<file path="src/hw/rtl/wialu_pkg.sv">
package wialu_pkg;

  localparam int unsigned WordW = 128;
  localparam int unsigned OpW   = 4;

  localparam logic [OpW-1:0] OP_ADD = 4'd0;
  localparam logic [OpW-1:0] OP_SUB = 4'd1;
  localparam logic [OpW-1:0] OP_MUL = 4'd2;
  localparam logic [OpW-1:0] OP_DIV = 4'd3;
  localparam logic [OpW-1:0] OP_AND = 4'd4;
  localparam logic [OpW-1:0] OP_OR  = 4'd5;
  localparam logic [OpW-1:0] OP_XOR = 4'd6;
  localparam logic [OpW-1:0] OP_NOT = 4'd7;
  localparam logic [OpW-1:0] OP_SHL = 4'd8;
  localparam logic [OpW-1:0] OP_SAR = 4'd9;
  localparam logic [OpW-1:0] OP_ROL = 4'd10;
  localparam logic [OpW-1:0] OP_ROR = 4'd11;
  localparam logic [OpW-1:0] OP_CMP = 4'd12;

  typedef struct packed {
    logic [3:0]     operation;
    logic [63:0]    a_hi;
    logic [63:0]    a_lo;
    logic [63:0]    b_hi;
    logic [63:0]    b_lo;
  } req_t;

  typedef struct packed {
    logic [63:0] result_hi;
    logic [63:0] result_lo;
    logic        status;
    logic        is_greater;
    logic        is_equal;
  } rsp_t;

  // Classified request handed from front to back.
  typedef struct packed {
    logic [OpW-1:0]   operation;
    logic [WordW-1:0] a;
    logic [WordW-1:0] b;
    logic             gt;
    logic             eq;
    logic             big_shift;
  } work_t;

endpackage

</file>
<file path="src/hw/rtl/wialu_if.sv">
interface wialu_req_if;
  logic            valid;
  logic            ready;
  wialu_pkg::req_t payload;
  modport source  (output valid, output payload, input ready);
  modport sink    (input valid, input payload, output ready);
  modport monitor (input valid, input payload, input ready);
endinterface


</file>
<file path="src/hw/rtl/wialu_front.sv">
module wialu_front (
  input  logic               clk,
  input  logic               rst,
  wialu_req_if.sink          req,
  output logic               q_valid,
  input  logic               q_ready,
  output wialu_pkg::work_t   q_data
);
  logic [127:0] a;
  logic [127:0] b;
  logic         gt;

  assign a = {req.payload.a_hi, req.payload.a_lo};
  assign b = {req.payload.b_hi, req.payload.b_lo};
  assign gt = $signed(a) > $signed(b);
  assign req.ready = !q_valid || q_ready;

  always_ff @(posedge clk) begin
    if (rst) begin
      q_valid <= 1'b0;
    end else if (req.ready) begin
      q_valid <= req.valid;
    end
  end

  always_ff @(posedge clk) begin
    if (req.valid && req.ready) begin
      q_data.operation <= req.payload.operation;
      q_data.a         <= a;
      q_data.b         <= b;
      q_data.gt        <= gt;
      q_data.eq        <= (a == b);
      q_data.big_shift <= (req.payload.b_lo[63:7] != '0);
    end
  end
endmodule

</file>
<file path="src/flat_wrapper.sv">
// flat-port wrapper written by rule: the top's interface ports become plain ports
module wialu_front_flat 
  (clk, rst, q_valid, q_ready, q_data, req_valid, req_payload, req_ready);
  wialu_req_if req_i ();
  input  logic clk;
  input  logic rst;
  output logic q_valid;
  input  logic q_ready;
  output wialu_pkg::work_t q_data;
  input wire logic [$bits(req_i.valid)-1:0] req_valid;
  input wire logic [$bits(req_i.payload)-1:0] req_payload;
  output wire logic [$bits(req_i.ready)-1:0] req_ready;
  assign req_i.valid = req_valid;
  assign req_i.payload = req_payload;
  assign req_ready = req_i.ready;
  wialu_front u_core (.clk(clk), .rst(rst), .req(req_i), .q_valid(q_valid), .q_ready(q_ready), .q_data(q_data));
endmodule
</file>
<file path="config.mk">
export PLATFORM = sky130hd
export DESIGN_NAME = wialu_front_flat
export DESIGN_NICKNAME = d
export VERILOG_FILES = /design/src/hw/rtl/wialu_pkg.sv /design/src/hw/rtl/wialu_if.sv /design/src/hw/rtl/wialu_front.sv /design/src/flat_wrapper.sv
export SDC_FILE = /design/constraint.sdc
export NUM_CORES = 1
export LEC_CHECK = 0
export BUFFER_PORTS_ARGS = -buffer_cell sky130_fd_sc_hd__clkbuf_2
export CORE_AREA = 4 4 206 208
export CTS_BUF_LIST = sky130_fd_sc_hd__clkbuf_8 sky130_fd_sc_hd__clkbuf_16
export CTS_CLUSTER_SIZE = 8
export DETAILED_ROUTE_END_ITERATION = 8
export DIE_AREA = 0 0 210 212
export PLACE_DENSITY = 0.55
export SLEW_MARGIN = 20
export SYNTH_ARGS = -nofsm -noshare
export SYNTH_HDL_FRONTEND = slang
export SYNTH_SLANG_ARGS = --single-unit
</file>
<file path="constraint.sdc">
create_clock -name clk -period 25.6 [get_ports clk]
set_input_delay 5.12 -clock clk [delete_from_list [all_inputs] [get_ports clk]]
set_output_delay 5.12 -clock clk [all_outputs]
set_load 0.05 [all_outputs]
</file>
# --- Word-level counts from Yosys, hierarchy flattened ---
# Index checks and enable logic that the tools add are counted.
classes:
  n_reduce_logical: 4
  eq_ne: 1
  n_lt_le_gt_ge: 1
op_table:
  columns: ["op", "count"]
  rows:
  - ["equality test 128 bit", 1]
  - ["greater-than comparator 128 bit", 1]
  - ["nonzero test 57 bit", 1]
  - ["logical AND 1 bit", 1]
  - ["logical NOT 1 bit", 1]
  - ["logical OR 1 bit", 1]
totals:
  inputBits: 264
  regBits: 264

# --- Longest topological paths before layout ---
# Gate-level depths: netlist of run 1.
logic_depth:
  depth_word: 3
  depth_mapped: 9
  ltp_nobuf: 9

# --- Worst setup path after synthesis of run 1 ---
# OpenSTA, ideal clock, no wires.
synth_path:
  path_kind: "in2reg"
  startpoint: "input q_ready"
  endpoint: "register, netlist name u_core.q_data[0]"
  path_stages: 2
  required_time_ps: 24944
  setup_ps: 656
  setup_slack_ps: 13331
  arrival_ps: 11613
  cell_sequence: "nand2b_1 -> and2_1"
synth_via:
  elab_chain_len: 2
synth_lines:
  columns: ["item", "line", "text"]
  rows:
  - ["start: declaration", "flat_wrapper.sv:8", "input logic q_ready;"]
  - ["logical OR 1 bit", "wialu_front.sv:16", "assign req.ready = !q_valid || q_ready;"]
  - ["logical AND 1 bit", "wialu_front.sv:27", "if (req.valid && req.ready) begin"]
# No other way between the ends.
# A chain may end at the register's enable or synchronous reset.

# --- Worst setup path in the final report of run 1 ---
layout_path:
  startpoint: "input q_ready"
  endpoint: "output req_ready"
layout_via:
  elab_chain_len: 1
layout_lines:
  columns: ["item", "line", "text"]
  rows:
  - ["logical OR 1 bit", "wialu_front.sv:16", null]
  - ["end: declaration", "flat_wrapper.sv:12", "output wire logic [$bits(req_i.ready)-1:0] req_ready;"]
# No other way between the ends.

==> key figures, run 1 <==
Timing
  • Final setup viols: 0
  • Measured slew at the worst slew-check pin: 1.01 ns
  • RSZ-0062 raised after global routing: no
  • Clock Skews: 0.0198 ns
  • Fin Setup TNS: 0 ns
  • Hold slack: approximately 0.53 ns
  • Tmin final: 10.73 ns
  • Final Hold Viols: 0
  • Max Fclk: 93.2 MHz
  • Rel. slew slack: between 30% and 40%
  • Crit share post-route: 41.9%
  • Max-slew violations: 0
  • Setup ws final: 14.87 ns

Clock network
  • CTS Root Cell: clkbuf_16
  • Total clock sinks: between 200 and 300
  • Clk pin slew, worst setup/hold paths: 0.04 ns
  • Clk_lat worst skew: 0.53 ns
  • Clock buffer count from CTS: 39
  • Maximum buffer depth of the clock tree: 3
  • Setup Fix Bufs, Post-CTS: 0
  • Hold_buf cts: 0
  • PostCTS Resize Cnt: 0
  • H-tree depth: 2
  • CTS tree: built

Status
  • Status: finished, final reports clean

Global routing
  • Total grt overflow: 0
  • Largest net degree at the start of global routing: a little over 80
  • First-pass GRT wire length: about 53,000 µm
  • Initial antenna violation count: 4
  • Vias in the first global route: 8,669
  • GRT Overall Usage: between 10% and 20%

Detailed routing
  • Routed WL: 36,700 µm
  • DR vias/cell: roughly 4.4
  • DR iter-0 viols: a little over 300
  • First-pass detailed-route iteration total: 4
  • DRC Markers: 0
  • Vias: just over 8,000
  • WL/cell: 19.7 µm
  • Final ANT Viol Nets: 0

Finish
  • Nets: between 1,500 and 2,000
  • Area Overhead vs Synth: 38.6%
  • Design area: 0.0157 mm²
  • Post-Layout Cell Count: 1,860
  • Share of post-route cells with drive strength above 1: 43.6%
  • # fillers: 3,929

Placed design
  • Dpl cells: 1,814
  • Port bufs: 528
  • Pre-CTS setup slack: ~15 ns
  • Placed cell areas: 0.0147 mm²
  • DP HPWL: about 31,000 µm
  • Gpl congestion: 0.898

Floorplan
  • Die area: 0.0445 mm²
  • I/O pins: 529
  • Die Height: 212 µm
  • Initial Utilization: 28.0%
  • Die X: 210 µm
  • Placeable Area: roughly 0.04 mm²
  • Row count: 74

Critical path
  • WS Path Type: input pin to output pin
  • CP Cell Sequence: clkbuf_2 > nand2b_1 > clkbuf_2
  • Data required, critical path: 20.48 ns
  • Most frequent cell on the critical path: clkbuf_2
  • Max incr delay on CP: just under 0.3 ns
  • CP max FO: 3
  • Arrival time at the worst endpoint: about 5.6 ns
  • Slowest cell on crit path: clkbuf_2
  • Crit path launch type: input pin
  • CP endpoint kind: output pin
  • Reg-to-reg slack, setup: 22.45 ns

Job
  • Max-cap violation count: 0

Logic synthesis
  • Register area share after synthesis: approximately 70%
  • Yosys warns: 0
  • Post-synthesis cell count: 751
  • Avg Cell Area, Syn: 15.1 µm²
  • Number of synthesized register bits: around 260
  • Synthesized Nets: 1,143
  • Yosys cell types: 37
  • Mapped Area: 0.0113 mm²

Power and ir drop
  • Lkg Pwr: 7.44 nW
  • Peak VDD IR: 0.0000598 V
  • P per Cell Area: around 74 mW/mm²

Hold path
  • Tightest Hold Check Type: register to register
per-layer routing:
layer,part of all wire (%),track usage [%],routed length [µm]
met1,38,18.1,13800
met2,51,28.2,18500
met3,9.7,5.96,3560
met4,2.1,4.41,776
met5,0.035,0,13
critical path: cells and delay by family:
kind	cells	cell delay [ns]
buffers and inverters	2	0.36
and+or+nand+nor	1	0.13
synth_stat cells, drive strengths merged:
cell,n,area share (%)
edfxtp,263,70
inv,136,4.5
ha,128,14
a21oi,47,2.1
nand4,30,1.7
nand2,28,0.93
nand3,17,0.75
nor4,17,0.99
a21o,13,0.86
o21ai,13,0.57
nor2,10,0.33
and4,7,0.54
a221oi,6,0.52
nor3,5,0.22
a221o,3,0.26
and2,3,0.17
a211oi,2,0.13
a21boi,2,0.13
a2bb2oi,2,0.15
o211ai,2,0.13
o221ai,2,0.15
o31ai,2,0.13
or4,2,0.13
a2111o,1,0.099
and4b,1,0.088
dfxtp,1,0.18
mux2i,1,0.088
nand2b,1,0.055
nor2b,1,0.055
o211a,1,0.088
o21a,1,0.066
o21ba,1,0.088
o41ai,1,0.077
or2,1,0.055
kinds of logic (layout without fill, tap and decap cells):
group                      count (synthesis)  in the layout  share of synthesized area, %
DFF                                      264            264                          69.8
buffers and inverters                    136            711                          4.50
adders and majority gates                128            128                          14.1
and+or+nand+nor                          123            123                          5.97
AOI/OAI and AO/OA                         99             99                          5.55
muxes                                      1              1                        0.0882
other                                      0              2                             0
cells in the final DEF, fill, tap and decap left out, drive strengths merged, types with 2 or more instances in the layout:
cell type / count
diode: 2
nand2: 28
and2: 3
nor4: 17
o21ai: 13
nor3: 5
a211oi: 2
a2bb2oi: 2
a221oi: 6
a21o: 13
nor2: 10
edfxtp: 263
or4: 2
nand3: 17
inv: 138
buf: 3
o221ai: 2
clkbuf: 569
and4: 7
o211ai: 2
a21oi: 47
a21boi: 2
o31ai: 2
nand4: 30
a221o: 3
ha: 128
area by class of cell:
| class | instances | area (µm²) | area share [%] |
|---|---|---|---|
| Clock inverter | 3 | 16.3 | 0.103 |
| Antenna cell | 2 | 5.00 | 0.0318 |
| Clock buffer | 41 | 1030 | 6.52 |
| Tap cell | 532 | 666 | 4.23 |
| Sequential cell | 264 | 7920 | 50.3 |
| Inverter | 136 | 510 | 3.25 |
| Multi-Input combinational cell | 351 | 2920 | 18.6 |
| Timing Repair Buffer | 531 | 2670 | 16.9 |
path summary, 6_finish.rpt:
| check | from | endpoint | depth (start not counted) |
|---|---|---|---|
| setup / recovery | q_ready | req_ready | 3 |
| hold / removal | u_core.q_valid | u_core.q_valid | 2 |
| setup reg to reg | u_core.q_valid | u_core.q_data[87] | 4 |
| hold reg to reg | u_core.q_valid | u_core.q_valid | 2 |
power by group:
group          switching, mW  leakage, nW  internal (mW)  total (mW)
Combinational          0.150         4.37         0.0506       0.200
Clock                  0.170        0.520          0.279       0.449
Sequential           0.00697         2.55          0.508       0.515
stage by stage:
step                      util, %  total power, mW
after detailed placement     36.2            0.726
after CTS                    38.8             1.18
after global placement       36.2            0.724
after floorplan                 -            0.658
after global routing         38.8             1.22
final                        38.8             1.16
state kept, by name, indices dropped and copies added (netlist names):
signal,count
u_core.q_valid,1
u_core.q_data,263
Note: power is estimated with default switching activity, not from simulation.
==> run 2, diff against run 1 <==
PLACE_DENSITY = 0.56   (was 0.55)
clock period = 8.7 ns   (was 25.6 ns; I/O delays follow)
==> run 2 against run 1 <==
  * Largest power group unchanged
  * Clock skew is 0.0083 ns lower
  * Hold slack better by 0.022 ns
  * Wire length grew 2.4%
  * Global-route usage grew 0.28 points
  * Total power rose to 3.0 times the previous value
  * Critical path depth rose by 7
  * Register-to-register slack got worse by 16 ns
==> key figures, run 2 (same netlist as run 1, synthesis figures left out) <==
Floorplan
  • Die X: 210 µm (unchanged)
  • Placeable Area: 0.0406 mm² (unchanged)
  • Die Height: 212 µm (unchanged)
  • Die area: 0.0445 mm² (unchanged)
  • I/O pins: 529 (unchanged)
  • Row count: 74 (unchanged)
  • Initial Utilization: 28.0% (unchanged)

Power and ir drop
  • Tot Pwr: 3.44 mW (+200%)
  • Sw Ratio: 28.3% (+0.22 points)
  • Switching power: 0.973 mW (+200%)
  • Peak VDD IR: 0.000154 V (+160%)
  • P_int: 2.47 mW (+190%)
  • Sequential cell fraction of total power: 44.1% (about the same)
  • P per Cell Area: 218 mW/mm² (+200%)
  • Combinational share of power: 17.2% (about the same)
  • Lkg Pwr: 7.46 nW (+0.29%)
  • Clock power frac: 38.7% (about the same)

Timing
  • Final Hold Viols: 0 (unchanged)
  • Clock Skews: 0.0115 ns (-0.00828 ns)
  • Crit share post-route: around 47%
  • Rel. slew slack: 30.1% (-2.3 points)
  • Final setup viols: 0 (unchanged)
  • Max Fclk: approximately 240 MHz
  • Fin Setup TNS: 0 ns (unchanged)
  • RSZ-0062 raised after global routing: no
  • Tmin final: about 4.1 ns
  • Measured slew at the worst slew-check pin: 1.05 ns (+0.0339 ns)
  • Max-slew violations: 0 (unchanged)

Clock network
  • H-tree depth: 2 (unchanged)
  • CTS tree: built
  • Maximum buffer depth of the clock tree: 3 (unchanged)
  • CTS Root Cell: clkbuf_16
  • Setup Fix Bufs, Post-CTS: 0 (unchanged)
  • Clock buffer count from CTS: 38 (-2.6%)
  • Clk pin slew, worst setup/hold paths: 0.05 ns (about the same)
  • Total clock sinks: 264 (unchanged)
  • Clk_lat worst skew: 0.52 ns (about the same)
  • Hold_buf cts: 0 (unchanged)
  • PostCTS Resize Cnt: 0 (unchanged)

Critical path
  • CP max FO: 6 (+3)
  • CP endpoint kind: register
  • Arrival time at the worst endpoint: 4.38 ns (-1.23 ns)
  • Reg-to-reg slack, setup: 6.04 ns (-16.41 ns)
  • WS Path Type: input pin to register
  • Worst reg2reg path startpoint: u_core.q_valid
  • Crit path launch type: input pin
  • Worst R2R End: u_core.q_data[213]
  • Reg2reg path depth: 3 (-1)
  • Data required, critical path: 8.96 ns (-11.52 ns)

Placed design
  • Gpl congestion: 0.855 (-4.8%)
  • DP HPWL: 31,000 µm (+1.6%)
  • Port bufs: 528 (unchanged)

Finish
  • Share of post-route cells with drive strength above 1: 43.3% (-0.25 points)
  • Biggest registers after layout: u_core.q_data: 263 flops, u_core.q_valid: 1 flops
  • Largest register FFs: 263 (unchanged)
  • Most flops, register: u_core.q_data
  • Sequential standard cell area: 0.00792 mm² (unchanged)
  • # fillers: 3,890 (-0.99%)
  • Area occupied by multi-input gates: 0.00292 mm² (unchanged)
  • Commonest non-fill, non-tap cells in the layout: 528 x clkbuf_2, 263 x edfxtp_1, 143 x inv_1, 128 x ha_1, 47 x a21oi_1
  • Area Overhead vs Synth: 38.7% (about the same)
  • Leading cell type in the layout, fill and taps excluded: clkbuf_2
  • Nets: 1,713 (-0.12%)

Global routing
  • Largest net degree at the start of global routing: 123 (+52%)
  • Vias in the first global route: 8,871 (+2.3%)
  • Total grt overflow: 0 (unchanged)
  • First-pass GRT wire length: 54,100 µm (+1.9%)
  • Initial antenna violation count: 1 (-3)
  • GRT Overall Usage: 16.2% (+0.28 points)

Detailed routing
  • First-pass detailed-route iteration total: 4 (unchanged)
  • Routed WL: 37,600 µm (+2.4%)
  • Final ANT Viol Nets: 0 (unchanged)
  • DR iter-0 viols: 391 (+26%)
  • DRC Markers: 0 (unchanged)
  • WL/cell: 20.2 µm (+2.3%)
  • Vias: 8,334 (+1.6%)
  • DR vias/cell: 4.48 (+1.5%)

Job
  • Max-cap violation count: 0 (unchanged)

Hold path
  • Hold Path Sink: u_core.q_valid
  • Min-delay src: u_core.q_valid
  • Hold Path Depth: 2 (unchanged)
  • Tightest Hold Check Type: register to register

Status
  • Status: finished, final reports clean
run 2: how the worst max path moves through the flow:
stage	start	end	slack, ns	cells after the start
after floorplan	q_ready	u_core.q_data[0]	2.72	2
after global placement	req_payload[63]	u_core.q_data[2]	3.90	10
after detailed placement	req_payload[61]	u_core.q_data[2]	3.84	10
after CTS	req_payload[63]	u_core.q_data[2]	4.41	10
after global routing	req_payload[62]	u_core.q_data[2]	4.30	10
final	req_payload[62]	u_core.q_data[2]	4.58	10
run 2: layer usage:
layer | track usage [%] | routed length [µm] | part of all wire, %
met5 | 0 | 0 | 0
met4 | 4.43 | 841 | 2.2
met3 | 6.08 | 3570 | 9.5
met2 | 28.9 | 19000 | 50
met1 | 18.3 | 14200 | 38
run 2: worst max-delay path, stage by stage:
cell,delay [ns]
clkbuf_2,0.12
inv_1,0.05
ha_1,0.29
nand4_1,0.17
nor4_2,0.68
nand4_1,0.40
o221ai_1,0.29
and4b_1,0.31
o211ai_1,0.22
mux2i_1,0.10
run 2: cell type report:
cell class / instances / share of cell area (%)
Timing Repair Buffer: 530 / 17.0
Inverter: 136 / 3.24
Multi-Input combinational cell: 351 / 18.6
Sequential cell: 264 / 50.3
Tap cell: 532 / 4.23
Clock inverter: 7 / 0.167
Antenna cell: 1 / 0.0159
Clock buffer: 41 / 6.52
run 2: through the flow:
step	instance area, µm²	hold slack, ns	utilization [%]	worst slack, ns	std cells
after global routing	15700	0.579	38.8	4.30	1861
after global placement	14700	0.505	36.2	3.90	1813
after detailed placement	14700	0.534	36.2	3.84	1813
final	15700	0.551	38.8	4.58	1862
after CTS	15700	0.543	38.8	4.41	1861
after floorplan	11300	1.11	-	2.72	751
run 2: power by group through the flow:
| stage | logic [mW] | registers, mW | clock network (mW) |
|---|---|---|---|
| floorplan | 0.129 | 1.80 | 0 |
| global placement | 0.594 | 1.54 | 0 |
| detailed placement | 0.600 | 1.54 | 0 |
| CTS | 0.602 | 1.52 | 1.38 |
| global route | 0.637 | 1.52 | 1.43 |
| finish | 0.592 | 1.52 | 1.33 |
