[src/hw/rtl/wialu_pkg.sv]
package wialu_pkg;

  localparam int unsigned WordW = 128;
  localparam int unsigned OpW   = 4;

  localparam logic [OpW-1:0] OP_ADD = 4'd0;
  localparam logic [OpW-1:0] OP_SUB = 4'd1;
  localparam logic [OpW-1:0] OP_MUL = 4'd2;
  localparam logic [OpW-1:0] OP_DIV = 4'd3;
  localparam logic [OpW-1:0] OP_AND = 4'd4;
  localparam logic [OpW-1:0] OP_OR  = 4'd5;
  localparam logic [OpW-1:0] OP_XOR = 4'd6;
  localparam logic [OpW-1:0] OP_NOT = 4'd7;
  localparam logic [OpW-1:0] OP_SHL = 4'd8;
  localparam logic [OpW-1:0] OP_SAR = 4'd9;
  localparam logic [OpW-1:0] OP_ROL = 4'd10;
  localparam logic [OpW-1:0] OP_ROR = 4'd11;
  localparam logic [OpW-1:0] OP_CMP = 4'd12;

  typedef struct packed {
    logic [3:0]     operation;
    logic [63:0]    a_hi;
    logic [63:0]    a_lo;
    logic [63:0]    b_hi;
    logic [63:0]    b_lo;
  } req_t;

  typedef struct packed {
    logic [63:0] result_hi;
    logic [63:0] result_lo;
    logic        status;
    logic        is_greater;
    logic        is_equal;
  } rsp_t;

  // Classified request handed from front to back.
  typedef struct packed {
    logic [OpW-1:0]   operation;
    logic [WordW-1:0] a;
    logic [WordW-1:0] b;
    logic             gt;
    logic             eq;
    logic             big_shift;
  } work_t;

endpackage

[src/hw/rtl/wialu_queue.sv]
module wialu_queue (
  input  logic             clk,
  input  logic             rst,
  input  logic             in_valid,
  output logic             in_ready,
  input  wialu_pkg::work_t in_data,
  output logic             out_valid,
  input  logic             out_ready,
  output wialu_pkg::work_t out_data
);
  wialu_pkg::work_t mem [2];
  logic       wptr;
  logic       rptr;
  logic [1:0] count;

  assign in_ready  = count != 2'd2;
  assign out_valid = count != 2'd0;
  assign out_data  = mem[rptr];

  always_ff @(posedge clk) begin
    if (in_valid && in_ready) begin
      mem[wptr] <= in_data;
    end
  end

  always_ff @(posedge clk) begin
    if (rst) begin
      wptr  <= 1'b0;
      rptr  <= 1'b0;
      count <= 2'd0;
    end else begin
      if (in_valid && in_ready) wptr <= ~wptr;
      if (out_valid && out_ready) rptr <= ~rptr;
      count <= count + 2'(in_valid && in_ready) - 2'(out_valid && out_ready);
    end
  end
endmodule

[config.mk]
export PLATFORM = sky130hd
export DESIGN_NAME = wialu_queue
export DESIGN_NICKNAME = d
export VERILOG_FILES = /design/src/hw/rtl/wialu_pkg.sv /design/src/hw/rtl/wialu_queue.sv
export SDC_FILE = /design/constraint.sdc
export NUM_CORES = 1
export LEC_CHECK = 0
export BUFFER_PORTS_ARGS = -buffer_cell sky130_fd_sc_hd__buf_2
export CORE_AREA = 2 2 209 211
export CTS_CLUSTER_DIAMETER = 100
export CTS_CLUSTER_SIZE = 28
export DETAILED_ROUTE_END_ITERATION = 10
export DIE_AREA = 0 0 211 213
export PLACE_DENSITY = 0.81
export SLEW_MARGIN = 20
export SYNTH_ARGS = -nofsm -noshare
export SYNTH_HDL_FRONTEND = slang
export SYNTH_SLANG_ARGS = --single-unit
[constraint.sdc]
create_clock -name clk -period 19.55 [get_ports clk]
set_input_delay 3.91 -clock clk [delete_from_list [all_inputs] [get_ports clk]]
set_output_delay 3.91 -clock clk [all_outputs]
set_load 0.02 [all_outputs]
* After elaboration in Yosys (flattened, before gate mapping)
Memories as Yosys holds them, arrays and structs flattened. A register that Yosys moved wholly into a read port is not among the register bits. Index checks and enable logic that the tools add are counted.
Cells by class: $add $sub $neg 2, eq/ne operators 1, multiplexer cells 4, bitwise logic cells 2, reduce and logical (&&, ||, !) cells 3
Operators by type and width (count):
- 1-bit two-way mux | 4
- 2-bit by 1-bit adder with 2-bit output | 1
- 1-bit logical AND | 2
- 2-bit != test, second input constant | 1
- 1-bit NOT | 2
- 2-bit nonzero test | 1
- 2-bit by 1-bit subtractor with 2-bit output | 1
Word-level totals: register bits after elaboration 4, RAM bits 526, bits of input ports 267, output and inout bits 265, logic and storage cells 16, memories kept 1
Memory list:
- mem | depth 2, bits a word 263, rd ports 1, clocked after Yosys merged registers in 1, write ports 1, line wialu_queue.sv:11 | wialu_pkg::work_t mem [2];

* Depth between registers and ports, before layout
Gate-level depths: netlist of run 1.
word-level depth 4, depth in mapped cells 8, gate-level depth less buffers 8

* Least setup slack after synthesis of run 1
No wires, ideal clock.
path kind in2reg, start point input in_valid, end point memory mem[0][0] (netlist bit) (enable), setup time 0.892 ns, data arrival time 14.894 ns, data required time 18.658 ns, path slack 3.763 ns, cell stages on the path 2, buffers on the path 0, cell sequence nand2_1 nor2_1
Between the ends: cells in the longest elaborated chain, start to end 3
Ends and longest elaborated chain:
- start: declaration | line wialu_queue.sv:4 | input logic in_valid,
- 1-bit logical AND | line wialu_queue.sv:21 | if (in_valid && in_ready) begin
- 1-bit two-way mux | line wialu_queue.sv:21
- 1-bit two-way mux (implied by the code) | line wialu_queue.sv:22 | mem[wptr] <= in_data;
- end: declaration | line wialu_queue.sv:11
No other way between the ends.

==> tab_implementation.tex, run 1 <==
\begin{tabular}{lr}
\hline
Metric & Value \\
\hline
\multicolumn{2}{l}{\textbf{Floorplanning}} \\
Row count & 76 \\
Chip height & 213 µm \\
Core outline area & 42700 µm² \\
Number of primary I/O pins & 532 \\
Horizontal die dimension & 211 µm \\
Die Footprint & 44900 µm² \\
Initial core utilization & 0.456 \\
\multicolumn{2}{l}{\textbf{Pwr}} \\
Largest voltage drop on the vdd net & 0.0940 mV \\
Static leakage power & 8.67 nW \\
Pwr per Cell Area & 123 nW/µm² \\
Overall power consumption & 2.86 mW \\
\multicolumn{2}{l}{\textbf{Synth}} \\
Total standard cell area after synthesis & 19500 µm² \\
Basic-gate share of the synthesized area counting and, or, nand and nor cells & 0.00276 \\
Combinational family with the most area after synthesis & multiplexers \\
Part of the Yosys area used for sequential elements & 0.816 \\
Most instantiated library cell after synthesis & edfxtp\_1 \\
Post-synthesis area per instance & 23.1 µm² \\
Multiplexer share of the synthesized area & 0.166 \\
Mapped Cells & 842 \\
Compound-gate portion of the synthesized area & 0.000386 \\
Ranking of synthesized cells by instance count & edfxtp\_1 (526), mux2\_2 (193), mux2\_4 (70) \\
Ranking of synthesized cells by area & edfxtp\_1 (81\%), mux2\_2 (11\%), mux2\_4 (5.4\%), dfxtp\_1 (0.51\%), buf\_6 (0.46\%) \\
Yosys warnings & 0 \\
Synthesized-area fraction occupied by adder cells & 0.00129 \\
Portion of synthesized cell area occupied by the leading cell type & 0.811 \\
Post-Syn Nets & 1111 \\
Proportion of register bits with asynchronous set or reset after synthesis & 0 \\
Xor and xnor area share after synthesis & 0.00135 \\
Yosys top cell by area & edfxtp\_1 \\
EDFF count, synth & 526 \\
Dominant register cell in the synthesized netlist & edfxtp\_1 \\
FF+latch count, synth & 531 \\
Synth cell types & 19 \\
\multicolumn{2}{l}{\textbf{GRT}} \\
Total global-route track usage & 0.167 \\
Antenna violations before repair & 9 \\
First-pass GRT wire length & 57.0 mm \\
Vias in the first global route & 10037 \\
Pin count of the biggest net entering global routing & 79 \\
Overflow after GRT & 0 \\
\multicolumn{2}{l}{\textbf{Route}} \\
Via count & 9824 \\
DR WL/cell & 20.8 µm \\
Total routed wirelength & 40.5 mm \\
Final ANT Viol Nets & 0 \\
Number of search-and-repair iterations in the first detailed-routing pass & 5 \\
Number of DRC violations after detailed routing & 0 \\
Detail-routed via count per cell & 5.06 \\
Iter 0 DRT Violations & 732 \\
\multicolumn{2}{l}{\textbf{Critical path}} \\
Ordered list of cells on the worst path & buf\_4 -> buf\_4 -> mux2\_2 -> buf\_2 \\
Crit path capture type & primary output \\
CP Launch Type & flop \\
Required time of the critical path & 15.64 ns \\
Max stage delay cell, worst path & buf\_4 \\
Endpoint arrival time on the critical path & 3.93 ns \\
Critical path peak fanout & 74 \\
Delay-heaviest family, CP & buffers and inverters \\
Cell seen most often among critical-path stages & buf\_4 \\
Maximum single-stage delay on the critical path & 0.92 ns \\
Worst Path Class, Setup & flop to primary output \\
Buffers \& Inverters on Critical Path & 3 \\
\multicolumn{2}{l}{\textbf{Flow run}} \\
Number of maximum-capacitance constraint violations & 0 \\
\multicolumn{2}{l}{\textbf{STA}} \\
Setup Viol. Count Final & 0 \\
Crit path time final & 7.84 ns \\
Headroom to the max-slew limit & 0.260 \\
Tightest Pin Transition & 1.11 ns \\
Maximum frequency from static timing analysis & 0.128 GHz \\
Number of hold violations in the final report & 0 \\
Final period utilization & 0.401 \\
RSZ-0062 raised after global routing & no \\
Setup skew after layout & 0.0263 ns \\
Final Max Tran Viols & 0 \\
Setup TNS & 0 ns \\
\multicolumn{2}{l}{\textbf{Finish}} \\
Layout cell share with drive strength beyond 1 & 0.600 \\
Area used by multi-input combinational logic & 3360 µm² \\
FF+latch area & 15900 µm² \\
Fill cell instance count of the final layout & 3246 \\
Growth of design area from synthesis to finish & 19.8\% \\
Nets & 1648 \\
\multicolumn{2}{l}{\textbf{Status}} \\
Status & complete, no violations \\
\multicolumn{2}{l}{\textbf{Placed design}} \\
GPL Wtd Cong & 0.802 \\
Sum of net half-perimeters after detailed placement & 28.7 mm \\
IO Port Bufs & 531 \\
\multicolumn{2}{l}{\textbf{Min path}} \\
Classification of the worst-slack hold path & flop to flop \\
\multicolumn{2}{l}{\textbf{Clock network}} \\
H-tree levels & 1 \\
Number of hold buffers added after CTS & 0 \\
Setup fix buffers added after clock tree synthesis & 0 \\
Clock latency on the worst-skew pair & 0.56 ns \\
Clock tree from TritonCTS & yes \\
Clk slew on worst S/H paths & 0.10 ns \\
Number of clock sinks & 531 \\
Number of CTS-inserted buffers & 22 \\
Number of gates resized after CTS & 0 \\
Cell at the root of the clock tree & clkbuf\_16 \\
Deepest clock path buffer count & 3 \\
\hline
\end{tabular}
-- metrics by stage --
| stage | setup WS, ns | instance area [µm²] | util | instances | hold WS (ns) |
|---|---|---|---|---|---|
| 2_1_floorplan | 3.76 | 19500 | - | 842 | 0.481 |
| 3_3_place_gp | 12.38 | 22700 | 0.531 | 1900 | 0.496 |
| 3_5_place_dp | 12.34 | 22700 | 0.531 | 1900 | 0.510 |
| 4_1_cts | 11.69 | 23300 | 0.545 | 1932 | 0.536 |
| 5_1_grt | 11.50 | 23300 | 0.546 | 1941 | 0.566 |
| 6_report | 11.71 | 23300 | 0.546 | 1942 | 0.537 |
-- layer usage --
metal / GRT usage / up-vias / routed length, µm
met4: 0.0554 / 2 / 1140
met5: 0 / - / 13
met3: 0.0484 / 64 / 3160
met1: 0.201 / 4922 / 15400
li1: - / 4412 / -
met2: 0.290 / 424 / 20800
-- worst register-to-register path: cells and delay by family (launching register included) --
family        cells  cell delay, ns
simple gates      2            1.07
flops             1            0.39
buf+inv           3            1.60
-- report_power, final --
part | total (mW) | leakage (nW) | internal [mW] | switching [mW]
Clock | 0.530 | 0.294 | 0.218 | 0.312
Sequential | 1.48 | 4.96 | 1.43 | 0.0512
Combinational | 0.848 | 3.42 | 0.340 | 0.508
-- final timing paths --
path	startpoint	endpoint	slack, ns	cells past startpoint
setup / recovery	flop	out_data[171]	11.71	4
hold / removal	rptr	rptr	0.54	2
setup reg to reg	count[0]	mem[1][239]	16.10	5
hold reg to reg	rptr	rptr	0.54	2
-- cell families after synthesis --
group                      count (synthesis)
DFF                                      531
AOI/OAI and AO/OA                          1
and+or+nand+nor                           11
muxes                                    264
adders and majority gates                  2
buffers and inverters                     30
xor gates and xnor gates                   3
-- registers in the layout (all words and copies together) (netlist names), named ones only --
name	flops
mem	526
count	2
rptr	1
wptr	1
-- layout make-up --
cell class | count | area share
flip-flops and latches | 531 | 0.681
multi-input cells | 281 | 0.144
repair buffers | 542 | 0.118
well taps | 546 | 0.0293
clock buffers | 32 | 0.0261
diodes | 9 | 0.000965
inverters | 1 | 0.000161
-- placed cells by master (no fill, tap or decap) --
master	Yosys	layout
mux2_2	193	193
ha_1	2	2
nand2_1	1	1
buf_2	10	531
buf_12	0	1
mux2_1	1	1
diode_2	0	9
clkbuf_1	0	9
dfxtp_4	0	1
nor2b_1	2	2
clkbuf_16	0	23
mux2_4	70	70
edfxtp_1	526	526
nand2b_1	1	1
xnor2_1	2	2
inv_1	1	1
xor2_1	1	1
o21a_1	1	1
dfxtp_1	5	4
and3_4	0	1
nor2_4	0	1
nor2_1	5	4
or2_2	1	1
buf_4	11	10
(Power assumes the default switching activity.)
==> run 2, diff against run 1 <==
Settings changed: CORE_AREA 2 2 209 211 to default, CORE_UTILIZATION from default to 47, DIE_AREA 0 0 211 213 to default, PLACE_DENSITY 0.81 to 0.86.
Clock period 19.55 ns to 6.7 ns, I/O delays scaled along.
==> tab_implementation.tex, run 2 (same netlist as run 1, synthesis figures left out) <==
\begin{tabular}{lr}
\hline
Metric & Value \\
\hline
\multicolumn{2}{l}{\textbf{Status}} \\
Status & complete, no violations \\
\multicolumn{2}{l}{\textbf{STA}} \\
Maximum frequency from static timing analysis & 0.252 GHz \\
RSZ-0062 raised after global routing & no \\
Setup TNS & 0 ns \\
Headroom to the max-slew limit & 0.347 \\
Final WS setup & 2.73 ns \\
Final period utilization & 0.592 \\
Tightest Pin Transition & 0.980 ns \\
Setup Viol. Count Final & 0 \\
Final Max Tran Viols & 0 \\
Setup skew after layout & 0.0268 ns \\
Number of hold violations in the final report & 0 \\
Crit path time final & 3.97 ns \\
\multicolumn{2}{l}{\textbf{Min path}} \\
Classification of the worst-slack hold path & flop to flop \\
Hold path startpoint & rptr \\
\multicolumn{2}{l}{\textbf{Pwr}} \\
Flop pwr share & 0.512 \\
Static leakage power & 8.67 nW \\
Relative contribution of the clock network to total power & 0.189 \\
Pwr per Cell Area & 359 nW/µm² \\
Overall power consumption & 8.40 mW \\
Sw Pwr & 2.57 mW \\
Largest voltage drop on the vdd net & 0.296 mV \\
Internal Dissipation & 5.83 mW \\
Switching share of power & 0.306 \\
Part of the total power dissipated in combinational logic & 0.300 \\
\multicolumn{2}{l}{\textbf{Route}} \\
Number of search-and-repair iterations in the first detailed-routing pass & 4 \\
Final ANT Viol Nets & 0 \\
Number of DRC violations after detailed routing & 0 \\
Iter 0 DRT Violations & 525 \\
DR WL/cell & 20.6 µm \\
Detail-routed via count per cell & 5.09 \\
Total routed wirelength & 39.8 mm \\
Via count & 9805 \\
\multicolumn{2}{l}{\textbf{Clock network}} \\
Number of CTS-inserted buffers & 22 \\
Clock tree from TritonCTS & yes \\
H-tree levels & 1 \\
Deepest clock path buffer count & 3 \\
Clock latency on the worst-skew pair & 0.57 ns \\
Number of gates resized after CTS & 0 \\
Cell at the root of the clock tree & clkbuf\_16 \\
Setup fix buffers added after clock tree synthesis & 0 \\
Number of hold buffers added after CTS & 0 \\
Number of clock sinks & 531 \\
Clk slew on worst S/H paths & 0.10 ns \\
\multicolumn{2}{l}{\textbf{Critical path}} \\
Capture point of the worst path & out\_data[154] \\
Reg-to-Reg Start & count[0] \\
Number of cells on the worst reg-to-reg path & 3 \\
Maximum single-stage delay on the critical path & 0.66 ns \\
Ordered list of cells on the worst path & buf\_12 -> mux2\_2 -> buf\_2 \\
Max stage delay cell, worst path & dfxtp\_4 \\
CP Launch Type & flop \\
Required time of the critical path & 5.36 ns \\
Flop-to-flop setup slack & 4.28 ns \\
Reg-to-Reg End & mem[1][114] \\
Worst Path Class, Setup & flop to primary output \\
Endpoint arrival time on the critical path & 2.63 ns \\
Crit path capture type & primary output \\
Critical path peak fanout & 127 \\
\multicolumn{2}{l}{\textbf{Flow run}} \\
Number of maximum-capacitance constraint violations & 0 \\
\multicolumn{2}{l}{\textbf{Floorplanning}} \\
Initial core utilization & 0.477 \\
Die Footprint & 42200 µm² \\
Horizontal die dimension & 206 µm \\
Chip height & 206 µm \\
Row count & 74 \\
Core outline area & 40800 µm² \\
Number of primary I/O pins & 532 \\
\multicolumn{2}{l}{\textbf{Finish}} \\
Growth of design area from synthesis to finish & 19.9\% \\
Layout cell share with drive strength beyond 1 & 0.595 \\
Register name with the most flops & mem \\
Fin area & 23400 µm² \\
Number of flip-flops under the largest register name & 526 \\
Fill cell instance count of the final layout & 3017 \\
Top library cells by usage in the layout, fill and taps aside & buf\_2 (531), edfxtp\_1 (526), mux2\_2 (193), mux2\_4 (70), clkbuf\_16 (23) \\
Commonest non-fill, non-tap cell in the layout & buf\_2 \\
Nets & 1644 \\
Regs by FF count & mem (526), count (2) \\
\multicolumn{2}{l}{\textbf{Placed design}} \\
Worst Setup Slack post-DPL & 3.39 ns \\
DP Area & 22700 µm² \\
Sum of net half-perimeters after detailed placement & 27.5 mm \\
IO Port Bufs & 531 \\
GPL Wtd Cong & 0.805 \\
\multicolumn{2}{l}{\textbf{GRT}} \\
Total global-route track usage & 0.175 \\
Overflow after GRT & 0 \\
First-pass GRT wire length & 56.0 mm \\
Antenna violations before repair & 7 \\
Vias in the first global route & 10011 \\
Pin count of the biggest net entering global routing & 137 \\
\hline
\end{tabular}
[run 2: changes by cell type in the layout (fill, tap and decap cells not counted)]
cell	before	now
buf_4	10	2
clkbuf_1	9	17
buf_12	1	5
diode_2	9	5
[run 2: worst min path at each step]
stage | to | slack (ns) | cells past startpoint
2_1_floorplan | flop | 0.48 | 2
3_3_place_gp | rptr | 0.50 | 2
3_5_place_dp | rptr | 0.53 | 2
4_1_cts | flop | 0.55 | 2
5_1_grt | flop | 0.58 | 2
6_report | flop | 0.54 | 2
[run 2: through the flow]
stage	util	std cells	hold slack, ns
floorplan	-	842	0.481
detailed placement	0.556	1883	0.532
finish	0.572	1928	0.541
global placement	0.556	1883	0.496
global route	0.572	1927	0.584
CTS	0.572	1923	0.548
[run 2: layout make-up]
class,count,area [µm²],share of cell area
well taps,532,666,0.0285
repair buffers,538,2770,0.119
diodes,5,12.5,0.000536
flip-flops and latches,531,15900,0.681
multi-input cells,281,3360,0.144
inverters,1,3.75,0.000161
clock buffers,40,639,0.0274
[run 2: power by group through the flow]
stage | registers [mW] | clock network (mW) | logic, mW
4_1_cts | 4.30 | 1.62 | 2.53
3_3_place_gp | 4.34 | 0 | 2.48
3_5_place_dp | 4.38 | 0 | 2.52
6_report | 4.30 | 1.58 | 2.52
2_1_floorplan | 4.36 | 0 | 1.78
5_1_grt | 4.33 | 1.72 | 2.66
[run 2: critical path, delay by kind of cell, from the launching register on]
kind / cells / cell delay [ns]
flops: 1 / 0.66
buf+inv: 2 / 0.66
mux: 1 / 0.42
[run 2: metal layers]
layer,GRT usage,up-vias,wire [µm]
met5,0,-,24
met4,0.0545,4,1020
met3,0.0500,55,3480
met2,0.315,397,21000
met1,0.201,4933,14300
li1,-,4416,-
==> run 3, diff against run 2 <==
Settings changed: CORE_AREA from default to 2 2 209 211, CORE_UTILIZATION 47 to default, DIE_AREA from default to 0 0 211 213, PLACE_DENSITY 0.86 to 0.81.
Clock period 6.7 ns to 4.1 ns, I/O delays scaled along.
==> tab_implementation.tex, run 3 (same netlist as run 1, synthesis figures left out) <==
\begin{tabular}{lr}
\hline
Metric & Value \\
\hline
\multicolumn{2}{l}{\textbf{GRT}} \\
Overflow after GRT & 0 \\
Vias in the first global route & 10195 \\
Pin count of the biggest net entering global routing & 98 \\
Total global-route track usage & 0.168 \\
First-pass GRT wire length & 57.5 mm \\
Antenna violations before repair & 12 \\
\multicolumn{2}{l}{\textbf{Critical path}} \\
CP Launch Type & flop \\
Max stage delay cell, worst path & dfxtp\_4 \\
Required time of the critical path & 3.28 ns \\
Ordered list of cells on the worst path & buf\_12 -> buf\_4 -> mux2\_2 -> buf\_2 \\
Critical path peak fanout & 35 \\
Endpoint arrival time on the critical path & 2.40 ns \\
Worst Path Class, Setup & flop to primary output \\
Crit path capture type & primary output \\
Maximum single-stage delay on the critical path & 0.70 ns \\
\multicolumn{2}{l}{\textbf{Pwr}} \\
Pwr per Cell Area & 584 nW/µm² \\
Overall power consumption & 13.8 mW \\
Sw Pwr & 4.20 mW \\
Static leakage power & 8.78 nW \\
Internal Dissipation & 9.56 mW \\
Largest voltage drop on the vdd net & 0.562 mV \\
Part of the total power dissipated in combinational logic & 0.307 \\
Relative contribution of the clock network to total power & 0.184 \\
Switching share of power & 0.305 \\
Flop pwr share & 0.509 \\
\multicolumn{2}{l}{\textbf{STA}} \\
Headroom to the max-slew limit & 0.541 \\
Number of hold violations in the final report & 0 \\
Final period utilization & 0.786 \\
Setup TNS & 0 ns \\
Setup skew after layout & 0.0194 ns \\
Crit path time final & 3.22 ns \\
RSZ-0062 raised after global routing & no \\
Tightest Pin Transition & 0.689 ns \\
Setup Viol. Count Final & 0 \\
Maximum frequency from static timing analysis & 0.310 GHz \\
Final Max Tran Viols & 0 \\
\multicolumn{2}{l}{\textbf{Floorplanning}} \\
Number of primary I/O pins & 532 \\
Horizontal die dimension & 211 µm \\
Core outline area & 42700 µm² \\
Row count & 76 \\
Die Footprint & 44900 µm² \\
Chip height & 213 µm \\
Initial core utilization & 0.456 \\
\multicolumn{2}{l}{\textbf{Placed design}} \\
GPL Wtd Cong & 0.796 \\
Sum of net half-perimeters after detailed placement & 28.9 mm \\
IO Port Bufs & 531 \\
\multicolumn{2}{l}{\textbf{Finish}} \\
Commonest non-fill, non-tap cell in the layout & buf\_2 \\
Fill cell instance count of the final layout & 3209 \\
Final standard cell utilization of the core & 0.552 \\
Top library cells by usage in the layout, fill and taps aside & buf\_2 (531), edfxtp\_1 (526), mux2\_2 (193), mux2\_4 (70), clkbuf\_16 (23) \\
Area used by multi-input combinational logic & 3380 µm² \\
Register name with the most flops & mem \\
Layout cell share with drive strength beyond 1 & 0.605 \\
Nets & 1664 \\
Regs by FF count & mem (526), count (2) \\
Number of flip-flops under the largest register name & 526 \\
Growth of design area from synthesis to finish & 21.0\% \\
FF+latch area & 15900 µm² \\
\multicolumn{2}{l}{\textbf{Clock network}} \\
Clock latency on the worst-skew pair & 0.56 ns \\
Cell at the root of the clock tree & clkbuf\_16 \\
H-tree levels & 1 \\
Setup fix buffers added after clock tree synthesis & 0 \\
Number of CTS-inserted buffers & 22 \\
Number of gates resized after CTS & 0 \\
Clock tree from TritonCTS & yes \\
Number of clock sinks & 531 \\
Number of hold buffers added after CTS & 0 \\
Deepest clock path buffer count & 3 \\
Clk slew on worst S/H paths & 0.10 ns \\
\multicolumn{2}{l}{\textbf{Route}} \\
Number of DRC violations after detailed routing & 0 \\
Detail-routed via count per cell & 5.05 \\
Final ANT Viol Nets & 0 \\
Number of search-and-repair iterations in the first detailed-routing pass & 5 \\
Via count & 9874 \\
DR WL/cell & 20.7 µm \\
Iter 0 DRT Violations & 641 \\
Total routed wirelength & 40.6 mm \\
\multicolumn{2}{l}{\textbf{Min path}} \\
Classification of the worst-slack hold path & input port to flop \\
\multicolumn{2}{l}{\textbf{Status}} \\
Status & complete, no violations \\
\multicolumn{2}{l}{\textbf{Flow run}} \\
Number of maximum-capacitance constraint violations & 0 \\
\hline
\end{tabular}
[run 3: power by group through the flow]
stage / Sequential, mW / Clock (mW) / Combinational (mW)
2_1_floorplan: 7.13 / 0 / 2.91
3_3_place_gp: 7.10 / 0 / 4.19
3_5_place_dp: 7.14 / 0 / 4.25
4_1_cts: 7.02 / 2.61 / 4.27
5_1_grt: 7.07 / 2.78 / 4.46
6_report: 7.01 / 2.53 / 4.22
[run 3: final timing paths]
| kind | startpoint | end | slack, ns | cells after the start |
|---|---|---|---|---|
| worst max-delay path | flop | out_data[60] | 0.88 | 4 |
| worst min-delay path | in_data[54] | mem[0][54] | 0.43 | 1 |
| worst max register to register | count[0] | mem[1][197] | 1.90 | 3 |
| worst min register to register | rptr | flop | 0.53 | 2 |
[run 3: per-stage QoR]
| step | worst slack (ns) | std cells | cell area, µm² | hold WS [ns] |
|---|---|---|---|---|
| after floorplan | -1.09 | 842 | 19500 | 0.481 |
| after global placement | 1.48 | 1917 | 22900 | 0.496 |
| after detailed placement | 1.44 | 1917 | 22900 | 0.509 |
| after CTS | 0.798 | 1949 | 23500 | 0.400 |
| after global routing | 0.707 | 1955 | 23600 | 0.390 |
| final | 0.878 | 1957 | 23600 | 0.432 |
[run 3: worst max-delay path, delay by kind of cell, from the launching register on]
kind     cells  cell delay [ns]
flops        1             0.70
mux          1             0.38
buf+inv      3             0.75
[run 3: final cells by class]
class                   instances  share of cell area
clock buffers                  32              0.0259
flip-flops and latches        531               0.675
inverters                       1            0.000159
multi-input cells             281               0.143
diodes                          8            0.000850
well taps                     546              0.0290
repair buffers                558               0.126
[run 3: per-layer routing]
layer  global-route usage  part of all wire
met5                    0            0.0017
met4               0.0510             0.025
met3               0.0515             0.083
met2                0.302              0.53
met1                0.191              0.36
